File: src/rtl/assert_macros.svh
// assertion macros shared by the interval set rtl
// depends on nothing; included by the modules that check their own logic
`ifndef ASSERT_MACROS_SVH
`define ASSERT_MACROS_SVH

// same-cycle implication, disabled while in reset
`define ASSERT_IMPL(lbl, clk, rst_n, pre, post, msg) \
    lbl: assert property (@(posedge clk) disable iff (!rst_n) (pre) |-> (post)) else $error(msg);

// next-cycle implication, disabled while in reset
`define ASSERT_NEXT(lbl, clk, rst_n, pre, post, msg) \
    lbl: assert property (@(posedge clk) disable iff (!rst_n) (pre) |=> (post)) else $error(msg);

// invariant checked at every edge out of reset
`define ASSERT_ALWAYS(lbl, clk, rst_n, prop, msg) \
    lbl: assert property (@(posedge clk) disable iff (!rst_n) (prop)) else $error(msg);

`endif

File: src/rtl/isim_pkg.sv
// shared constants and types for the interval set insert/merge block
// depends on nothing; used by every module of the block
package isim_pkg;

    // default table depth and value width
    localparam int MAX_RANGES_DEF = 16;
    localparam int VALUE_BITS_DEF = 16;

    // width of the range count field on the result
    localparam int COUNT_BITS = 5;

    // which searches found a slot
    typedef struct packed {
        logic hold;
        logic left;
        logic right;
        logic free;
    } hit_t;

endpackage

File: src/rtl/interval_set_insert_merge.sv
// Interval set insert/merge: input register, single-pass table update, result register.
// An accepted transaction passes through the input register and then the result register, which drives m_tvalid.
// Throughput: one transaction per cycle while m_tready is high; all slots are compared in parallel.
// Reset (rst_n low, asynchronous): table emptied, range count zero, both stages empty.
// depends on isim_pkg, isim_table and assert_macros.svh
`include "assert_macros.svh"

module interval_set_insert_merge #(
    parameter int MAX_RANGES = isim_pkg::MAX_RANGES_DEF,
    parameter int VALUE_BITS = isim_pkg::VALUE_BITS_DEF
) (
    input  logic                                        clk,
    input  logic                                        rst_n,
    // input stream
    input  logic                                        s_tvalid,
    output logic                                        s_tready,
    input  logic [((VALUE_BITS + 7) / 8) * 8 - 1:0]     s_tdata,  // value
    input  logic                                        s_tuser,  // start_fresh
    // result stream
    output logic                                        m_tvalid,
    input  logic                                        m_tready,
    output logic [((isim_pkg::COUNT_BITS + 2 * VALUE_BITS + 7) / 8) * 8 - 1:0]
                                                        m_tdata,  // range_count, hold_start, hold_end
    output logic                                        m_tuser   // dropped
);

    localparam int OUT_W = ((isim_pkg::COUNT_BITS + 2 * VALUE_BITS + 7) / 8) * 8;

    logic                  in_valid_reg;
    logic [VALUE_BITS-1:0] in_value_reg;
    logic                  in_fresh_reg;
    logic                  m_tvalid_reg;
    logic [OUT_W-1:0]      m_tdata_reg;
    logic                  m_tuser_reg;
    logic                  proc;

    logic [isim_pkg::COUNT_BITS-1:0] range_count;
    logic [VALUE_BITS-1:0]           hold_start;
    logic [VALUE_BITS-1:0]           hold_end;
    logic                            dropped;

    // item in the input register moves on when the result register is free
    assign proc     = in_valid_reg && (!m_tvalid_reg || m_tready);
    assign s_tready = !in_valid_reg || proc;

    isim_table #(
        .MAX_RANGES (MAX_RANGES),
        .VALUE_BITS (VALUE_BITS)
    ) u_table (
        .clk         (clk),
        .rst_n       (rst_n),
        .en          (proc),
        .value       (in_value_reg),
        .fresh       (in_fresh_reg),
        .range_count (range_count),
        .hold_start  (hold_start),
        .hold_end    (hold_end),
        .dropped     (dropped)
    );

    // stage valid flags
    always_ff @(posedge clk or negedge rst_n)
    begin
        if (!rst_n)
        begin
            in_valid_reg <= 1'b0;
            m_tvalid_reg <= 1'b0;
        end
        else
        begin
            if (s_tready)
            begin
                in_valid_reg <= s_tvalid;
            end
            if (proc)
            begin
                m_tvalid_reg <= 1'b1;
            end
            else if (m_tready)
            begin
                m_tvalid_reg <= 1'b0;
            end
        end
    end

    // input and result payload
    always_ff @(posedge clk)
    begin
        if (s_tvalid && s_tready)
        begin
            in_value_reg <= s_tdata[VALUE_BITS-1:0];
            in_fresh_reg <= s_tuser;
        end
        if (proc)
        begin
            m_tdata_reg <= OUT_W'({hold_end, hold_start, range_count});
            m_tuser_reg <= dropped;
        end
    end

    assign m_tvalid = m_tvalid_reg;
    assign m_tdata  = m_tdata_reg;
    assign m_tuser  = m_tuser_reg;

    // every processed item shows up as a result in the next cycle
    `ASSERT_NEXT(a_proc_result, clk, rst_n, proc, m_tvalid_reg, "processed item produced no result")

endmodule

File: src/rtl/isim_match.sv
// parallel compare of one value against every slot of the range table
// depends on isim_pkg; instantiated by isim_table
module isim_match #(
    parameter int MAX_RANGES = isim_pkg::MAX_RANGES_DEF,
    parameter int VALUE_BITS = isim_pkg::VALUE_BITS_DEF
) (
    input  logic [VALUE_BITS-1:0] value,
    input  logic [MAX_RANGES-1:0] slot_valid,
    input  logic [VALUE_BITS-1:0] slot_start [MAX_RANGES],
    input  logic [VALUE_BITS-1:0] slot_end   [MAX_RANGES],
    output isim_pkg::hit_t        hit,
    output logic [MAX_RANGES-1:0] hold_sel,
    output logic [MAX_RANGES-1:0] left_sel,
    output logic [MAX_RANGES-1:0] right_sel,
    output logic [MAX_RANGES-1:0] free_sel,
    output logic [VALUE_BITS-1:0] hold_start,
    output logic [VALUE_BITS-1:0] hold_end,
    output logic [VALUE_BITS-1:0] left_start,
    output logic [VALUE_BITS-1:0] right_end
);

    logic [VALUE_BITS-1:0] value_dec;
    logic [VALUE_BITS-1:0] value_inc;
    logic                  has_left;
    logic                  has_right;
    logic [MAX_RANGES-1:0] hold_vec;
    logic [MAX_RANGES-1:0] left_vec;
    logic [MAX_RANGES-1:0] right_vec;
    logic [MAX_RANGES-1:0] free_vec;

    // neighbors of the value, guarded at both ends of the value range
    assign value_dec = value - VALUE_BITS'(1);
    assign value_inc = value + VALUE_BITS'(1);
    assign has_left  = (value != '0);
    assign has_right = (value != '1);

    // per-slot compares
    always_comb
    begin
        for (int i = 0; i < MAX_RANGES; i++)
        begin
            hold_vec[i]  = slot_valid[i] && (value >= slot_start[i]) && (value <= slot_end[i]);
            left_vec[i]  = slot_valid[i] && has_left && (slot_end[i] == value_dec);
            right_vec[i] = slot_valid[i] && has_right && (slot_start[i] == value_inc);
            free_vec[i]  = !slot_valid[i];
        end
    end

    // lowest slot wins each search
    assign hold_sel  = hold_vec  & (~hold_vec  + MAX_RANGES'(1));
    assign left_sel  = left_vec  & (~left_vec  + MAX_RANGES'(1));
    assign right_sel = right_vec & (~right_vec + MAX_RANGES'(1));
    assign free_sel  = free_vec  & (~free_vec  + MAX_RANGES'(1));

    assign hit.hold  = |hold_vec;
    assign hit.left  = |left_vec;
    assign hit.right = |right_vec;
    assign hit.free  = |free_vec;

    // and-or pick of the bounds of the matching slots
    always_comb
    begin
        hold_start = '0;
        hold_end   = '0;
        left_start = '0;
        right_end  = '0;
        for (int i = 0; i < MAX_RANGES; i++)
        begin
            hold_start = hold_start | (slot_start[i] & {VALUE_BITS{hold_sel[i]}});
            hold_end   = hold_end   | (slot_end[i]   & {VALUE_BITS{hold_sel[i]}});
            left_start = left_start | (slot_start[i] & {VALUE_BITS{left_sel[i]}});
            right_end  = right_end  | (slot_end[i]   & {VALUE_BITS{right_sel[i]}});
        end
    end

endmodule

File: src/rtl/isim_table.sv
// range table registers and the insert/merge update
// depends on isim_pkg, isim_match and assert_macros.svh; instantiated by the top level
`include "assert_macros.svh"

module isim_table #(
    parameter int MAX_RANGES = isim_pkg::MAX_RANGES_DEF,
    parameter int VALUE_BITS = isim_pkg::VALUE_BITS_DEF
) (
    input  logic                            clk,
    input  logic                            rst_n,
    input  logic                            en,
    input  logic [VALUE_BITS-1:0]           value,
    input  logic                            fresh,
    output logic [isim_pkg::COUNT_BITS-1:0] range_count,
    output logic [VALUE_BITS-1:0]           hold_start,
    output logic [VALUE_BITS-1:0]           hold_end,
    output logic                            dropped
);

    localparam int CNT_W = $clog2(MAX_RANGES + 1);

    logic [VALUE_BITS-1:0] slot_start_reg  [MAX_RANGES];
    logic [VALUE_BITS-1:0] slot_end_reg    [MAX_RANGES];
    logic [VALUE_BITS-1:0] slot_start_next [MAX_RANGES];
    logic [VALUE_BITS-1:0] slot_end_next   [MAX_RANGES];
    logic [MAX_RANGES-1:0] slot_valid_reg;
    logic [MAX_RANGES-1:0] slot_valid_next;
    logic [CNT_W-1:0]      live_reg;
    logic [CNT_W-1:0]      live_next;

    logic [MAX_RANGES-1:0] valid_eff;
    logic [CNT_W-1:0]      live_eff;

    isim_pkg::hit_t        hit;
    logic [MAX_RANGES-1:0] hold_sel;
    logic [MAX_RANGES-1:0] left_sel;
    logic [MAX_RANGES-1:0] right_sel;
    logic [MAX_RANGES-1:0] free_sel;
    logic [VALUE_BITS-1:0] m_hold_start;
    logic [VALUE_BITS-1:0] m_hold_end;
    logic [VALUE_BITS-1:0] m_left_start;
    logic [VALUE_BITS-1:0] m_right_end;

    // start fresh empties the table ahead of the search
    assign valid_eff = fresh ? '0 : slot_valid_reg;
    assign live_eff  = fresh ? '0 : live_reg;

    isim_match #(
        .MAX_RANGES (MAX_RANGES),
        .VALUE_BITS (VALUE_BITS)
    ) u_match (
        .value      (value),
        .slot_valid (valid_eff),
        .slot_start (slot_start_reg),
        .slot_end   (slot_end_reg),
        .hit        (hit),
        .hold_sel   (hold_sel),
        .left_sel   (left_sel),
        .right_sel  (right_sel),
        .free_sel   (free_sel),
        .hold_start (m_hold_start),
        .hold_end   (m_hold_end),
        .left_start (m_left_start),
        .right_end  (m_right_end)
    );

    // next table contents and the result of this insert
    always_comb
    begin
        slot_start_next = slot_start_reg;
        slot_end_next   = slot_end_reg;
        slot_valid_next = valid_eff;
        live_next       = live_eff;
        hold_start      = '0;
        hold_end        = '0;
        dropped         = 1'b0;
        if (hit.hold)
        begin
            hold_start = m_hold_start;
            hold_end   = m_hold_end;
        end
        else if (hit.left && hit.right)
        begin
            // bridge two ranges: left takes over, right slot is freed
            for (int i = 0; i < MAX_RANGES; i++)
            begin
                if (left_sel[i])
                begin
                    slot_end_next[i] = m_right_end;
                end
                if (right_sel[i])
                begin
                    slot_valid_next[i] = 1'b0;
                end
            end
            live_next  = live_eff - CNT_W'(1);
            hold_start = m_left_start;
            hold_end   = m_right_end;
        end
        else if (hit.left)
        begin
            for (int i = 0; i < MAX_RANGES; i++)
            begin
                if (left_sel[i])
                begin
                    slot_end_next[i] = value;
                end
            end
            hold_start = m_left_start;
            hold_end   = value;
        end
        else if (hit.right)
        begin
            for (int i = 0; i < MAX_RANGES; i++)
            begin
                if (right_sel[i])
                begin
                    slot_start_next[i] = value;
                end
            end
            hold_start = value;
            hold_end   = m_right_end;
        end
        else if (hit.free)
        begin
            for (int i = 0; i < MAX_RANGES; i++)
            begin
                if (free_sel[i])
                begin
                    slot_start_next[i] = value;
                    slot_end_next[i]   = value;
                    slot_valid_next[i] = 1'b1;
                end
            end
            live_next  = live_eff + CNT_W'(1);
            hold_start = value;
            hold_end   = value;
        end
        else
        begin
            dropped = 1'b1;
        end
    end

    assign range_count = isim_pkg::COUNT_BITS'(live_next);

    // slot valid bits and live count
    always_ff @(posedge clk or negedge rst_n)
    begin
        if (!rst_n)
        begin
            slot_valid_reg <= '0;
            live_reg       <= '0;
        end
        else if (en)
        begin
            slot_valid_reg <= slot_valid_next;
            live_reg       <= live_next;
        end
    end

    // slot bounds, only read while the slot is valid
    always_ff @(posedge clk)
    begin
        if (en)
        begin
            slot_start_reg <= slot_start_next;
            slot_end_reg   <= slot_end_next;
        end
    end

    // live count tracks the number of valid slots
    `ASSERT_ALWAYS(a_live_count, clk, rst_n, $countones(slot_valid_reg) == int'(live_reg), "live count differs from valid slots")

    // a value inside a range never has a touching neighbor range
    `ASSERT_IMPL(a_hold_alone, clk, rst_n, en && hit.hold, !hit.left && !hit.right, "held value has a touching neighbor")

    // a drop only happens with every slot in use
    `ASSERT_IMPL(a_drop_full, clk, rst_n, en && dropped, live_reg == CNT_W'(MAX_RANGES), "drop with a free slot")

endmodule

File: config.mk
export PLATFORM = sky130hd
export DESIGN_NAME = interval_set_insert_merge
export DESIGN_NICKNAME = d
export VERILOG_FILES = /design/src/rtl/isim_pkg.sv /design/src/rtl/interval_set_insert_merge.sv /design/src/rtl/isim_match.sv /design/src/rtl/isim_table.sv
export VERILOG_INCLUDE_DIRS = /design/src /design/src/rtl
export SDC_FILE = /design/constraint.sdc
export NUM_CORES = 2
export LEC_CHECK = 0
export ABC_CLOCK_PERIOD_IN_PS = 9970
export BUFFER_PORTS_ARGS = -buffer_cell sky130_fd_sc_hd__buf_4
export CAP_MARGIN = 20
export CORE_MARGIN = 1
export CORE_UTILIZATION = 30
export CTS_CLUSTER_DIAMETER = 30
export DETAILED_ROUTE_END_ITERATION = 7
export PLACE_DENSITY = 0.54
export SETUP_SLACK_MARGIN = 0.4
export SLEW_MARGIN = 20
export SYNTH_ARGS = -nofsm -noshare
export SYNTH_HDL_FRONTEND = slang
export SYNTH_HIERARCHICAL = 1
export SYNTH_SLANG_ARGS = --single-unit
File: constraint.sdc
create_clock -name clk -period 9.97 [get_ports clk]
set_input_delay 0.997 -clock clk [delete_from_list [all_inputs] [get_ports clk]]
set_output_delay 0.997 -clock clk [all_outputs]
set_load 0.1 [all_outputs]
== Word-level counts from Yosys, hierarchy flattened ==
Cells that the tools add are included.
Operators by class
  add/sub/neg operators: 8
  $lt $le $gt $ge: 32
  eq/ne operators: 82
  muxes and demuxes: 125
  bitwise gates (word level): 135
  reduce and logical (&&, ||, !) cells: 192
Operators with widths (count)
  256-bit 2-to-1 mux: 5
  16-bit 2-to-1 mux: 79
  16-bit bitwise AND: 68
  16-bit bitwise OR: 60
  16-bit == test: 32
  16-bit >= comparator: 16
  16-bit less-or-equal comparator: 16
  7-bit AND reduction: 32
  1-bit logical AND: 99
  2-bit inequality test (second input constant): 48
  16-bit by 1-bit adder with 16-bit output (second input constant): 5
  16-bit inverter: 4
  16-bit OR reduction: 4
  3-bit nonzero test: 17
  49-bit OR reduction: 1
  2-bit nonzero test: 18
  1-bit 2-to-1 mux: 35
  5-bit 2-to-1 mux: 6
  1-bit zero test: 18
  16-bit inequality test (second input constant): 1
  16-bit nonzero test: 1
  16-bit by 1-bit subtractor with 16-bit output (second input constant): 1
  5-bit by 1-bit adder with 5-bit output (second input constant): 1
  5-bit by 1-bit subtractor with 5-bit output (second input constant): 1
  other kinds (3): 6
Storage, ports and cells
  register bits: 590
  bits of input ports: 21
  output and inout port bits: 43
  logic and storage cells: 614

== Logic depth before layout (Yosys ltp) ==
  depth in word-level cells: 26
  mapped depth: 25
  gate-level depth less buffers: 17

== By module ==
Netlist, hierarchy kept.
Modules (own cells, without submodules)
  isim_match: instances 1, cells each 4446, area each 30996.0 um^2, seq. area each 0.0 um^2
  isim_table: instances 1, cells each 895, area each 18076.1 um^2, seq. area each 15900.2 um^2
  interval_set_insert_merge: instances 1, cells each 67, area each 1781.7 um^2, seq. area each 1701.6 um^2

== Least setup slack after synthesis ==
No wires, ideal clock.
  path kind: register to register
  from: register in_value_reg[1]
  to: register u_table/slot_end_reg[0] (netlist name), enable pin
  library setup time: 388 ps
  arrival time: 6675 ps
  required time: 9582 ps
  path slack: 2906 ps
  stages on the path, launching flop included: 23
  buffers on the path: 9
  clock period less this slack: 7064 ps
  cells stage by stage: edfxtp_1 -> buf_2 -> inv_1 -> ha_1 -> clkbuf_1 -> buf_2 -> buf_2 -> buf_2 -> xor2_1 -> nand4b_1 -> nor2_1 -> o2111ai_1 -> a2111oi_0 -> o2111ai_1 -> or3_1 -> buf_2 -> clkbuf_1 -> and4b_1 -> nand2b_1 -> clkbuf_1 -> buf_1 -> mux2i_1 -> nor2_1
RTL lines
  start: declaration: line interval_set_insert_merge.sv:30  | logic [VALUE_BITS-1:0] in_value_reg;
  start signal: assignment: line interval_set_insert_merge.sv:91  | in_value_reg <= s_tdata[VALUE_BITS-1:0];
  end signal: assignment: line isim_table.sv:168  | slot_end_reg <= slot_end_next;
  end: declaration: line isim_table.sv:23  | logic [VALUE_BITS-1:0] slot_end_reg [MAX_RANGES];

==> reports/results.txt <==
Status - completed
First-pass GRT wire length - 354000 um
WP buf/inv - 4
CP Data Required Time - 10.43 ns
CTS tree - built
Number of fill cells - 16.9k
Top delay family on crit path - simple AND/OR/NAND/NOR gates
Crit-path most repeated cell - buf_4
Synthesis Warnings - 6
Total power - 9.64 mW
Drt wl/cell - 32.4 um
Initial DRC count - 6743
Vias - 48.8k
DRT antenna net count - 0
Rows - 150
F_max - 119 MHz
Setup_tns - 0 ns
WL met1 - 103000 um
Final HPWL DP - 196000 um
RSZ-0062 raised after global routing - no
Congestion Overflow GR - 0
Detailed Routing Iterations Pass 1 - 8
Critical path type - register to register
Synth Instances - 5399
Worst-path fanout max - 31
Clk_lat worst skew - 0.80 ns
Met3 wire len - 26200 um
Worst slew pin tran - 1.28 ns
GRT Overall Usage - 29.1%
IO Port Bufs - 60
PwrDens - 160 nW/um2
Root Driver - clkbuf_16
CTS Hold Bufs - 0
Post CTS Setup Buffer Count - 0
Via density - 6.18
Final nets - 6092
Die Footprint - 171000 um2
Drt drc - 0
Core box area - 168000 um2
Most frequent cells in the layout - 567 x edfxtp_1, 535 x inv_1, 514 x ha_1
Highest Signal Layer - met5
Mapped Area - 50800 um2
Initial antenna violation count - 13
Layout cells sized above 1 - 11.8%
Count of final setup violators - 0
Max-slew violations - 0
Io pins - 64
Final period utilization - 84.3%
GPL Wtd Cong - 1.02
Relative slew slack - 14.1%
Startpoint Class - register
Total CTS buffers - 162
Peak supply drop - 0.179 mV
Slowest stage delay, CP - 1.02 ns
Pin count of the biggest net entering global routing - 86
Clk sinks - 590
HP Class - input pin to async pin
Die Width - 414 um
Critical path arrival - 8.86 ns
Cell Chain, Critical Path - buf_4, nor4_1, nand3_1, o31ai_1, and2_1, buf_4, a211oi_1, a21o_1, nor2b_4, nand2b_1, and4b_1, nand2b_2, nor2_1, buf_4, nand2_1, nor2_1, buf_4
Post-CTS sizing - 0
Vias in the first global route - 46.4k
Die height - 414 um
Final Hold Vio Count - 0
Setup Skew - 0.0313 ns
Leak - 24.3 nW
Slowest cell on the critical path - nor4_1
H-tree lvl count - 4
Setup crit end kind - register
Area grow syn2layout - 18.5%
WL final - 256000 um
Max-cap viol count - 0
Clock Tree Buf Depth - 3
Min cycle time layout - 8.40 ns
Most common cell after layout, fill and taps aside - edfxtp_1
Initial Util - 30.3%
Reg clk slew, reported paths - 0.04 ns
Post-synthesis average cell area - 9.41 um2
WL met2 - 110000 um
## through the flow
step | hold slack (ns) | instance area, um2 | utilization [%] | cells | setup WS [ns]
floorplan | 0.458 | 50800 | - | 5401 | 2.91
global route | 0.151 | 60200 | 35.9 | 7896 | 1.49
finish | 0.149 | 60200 | 35.9 | 7898 | 1.57
global placement | 0.480 | 54700 | 32.6 | 7595 | 2.11
detailed placement | 0.474 | 54700 | 32.6 | 7595 | 2.04
CTS | 0.117 | 60200 | 35.9 | 7895 | 2.00
## power by group
| group | internal (mW) | switching, mW |
|---|---|---|
| registers | 2.82 | 0.0921 |
| clock network | 3.46 | 1.76 |
| logic | 0.454 | 1.05 |
| total | 6.73 | 2.91 |
## final cells by class
class / instances / area, um2 / area share [%]
Clock inverter: 115 / 1250 / 2.07
Antenna cell: 2 / 5.00 / 0.00831
Inverter: 539 / 2020 / 3.36
Timing Repair Buffer: 282 / 2170 / 3.61
Clock buffer: 185 / 4200 / 6.98
Multi-Input combinational cell: 3981 / 30200 / 50.1
Tap cell: 2204 / 2760 / 4.58
Sequential cell: 590 / 17600 / 29.2
## routing by layer
metal / up-vias / global-route usage (%)
met2: 3212 / 43.8
met1: 24000 / 38.2
met5: - / 0
met4: 20 / 17.6
li1: 20800 / -
met3: 775 / 5.95
## final timing paths
check	start	to	slack [ns]	depth (start not counted)
hold / removal	rst_n	in_valid_reg$_DFFE_PN0P_	0.15	1
hold reg to reg	u_table/slot_valid_reg[5]$_DFFE_PN0P_	u_table/slot_valid_reg[5]$_DFFE_PN0P_	0.49	1
setup / recovery	in_value_reg[0]$_DFFE_PP_	u_table/slot_start_reg[166]$_DFFE_PP_	1.57	17
setup reg to reg	in_value_reg[0]$_DFFE_PP_	u_table/slot_start_reg[166]$_DFFE_PP_	1.57	17
max in group asynchronous	rst_n	u_table/slot_valid_reg[2]$_DFFE_PN0P_	9.50	1
min in group clk	s_tdata[12]	in_value_reg[12]$_DFFE_PP_	0.39	1
Note: power is estimated with default switching activity, not from simulation.
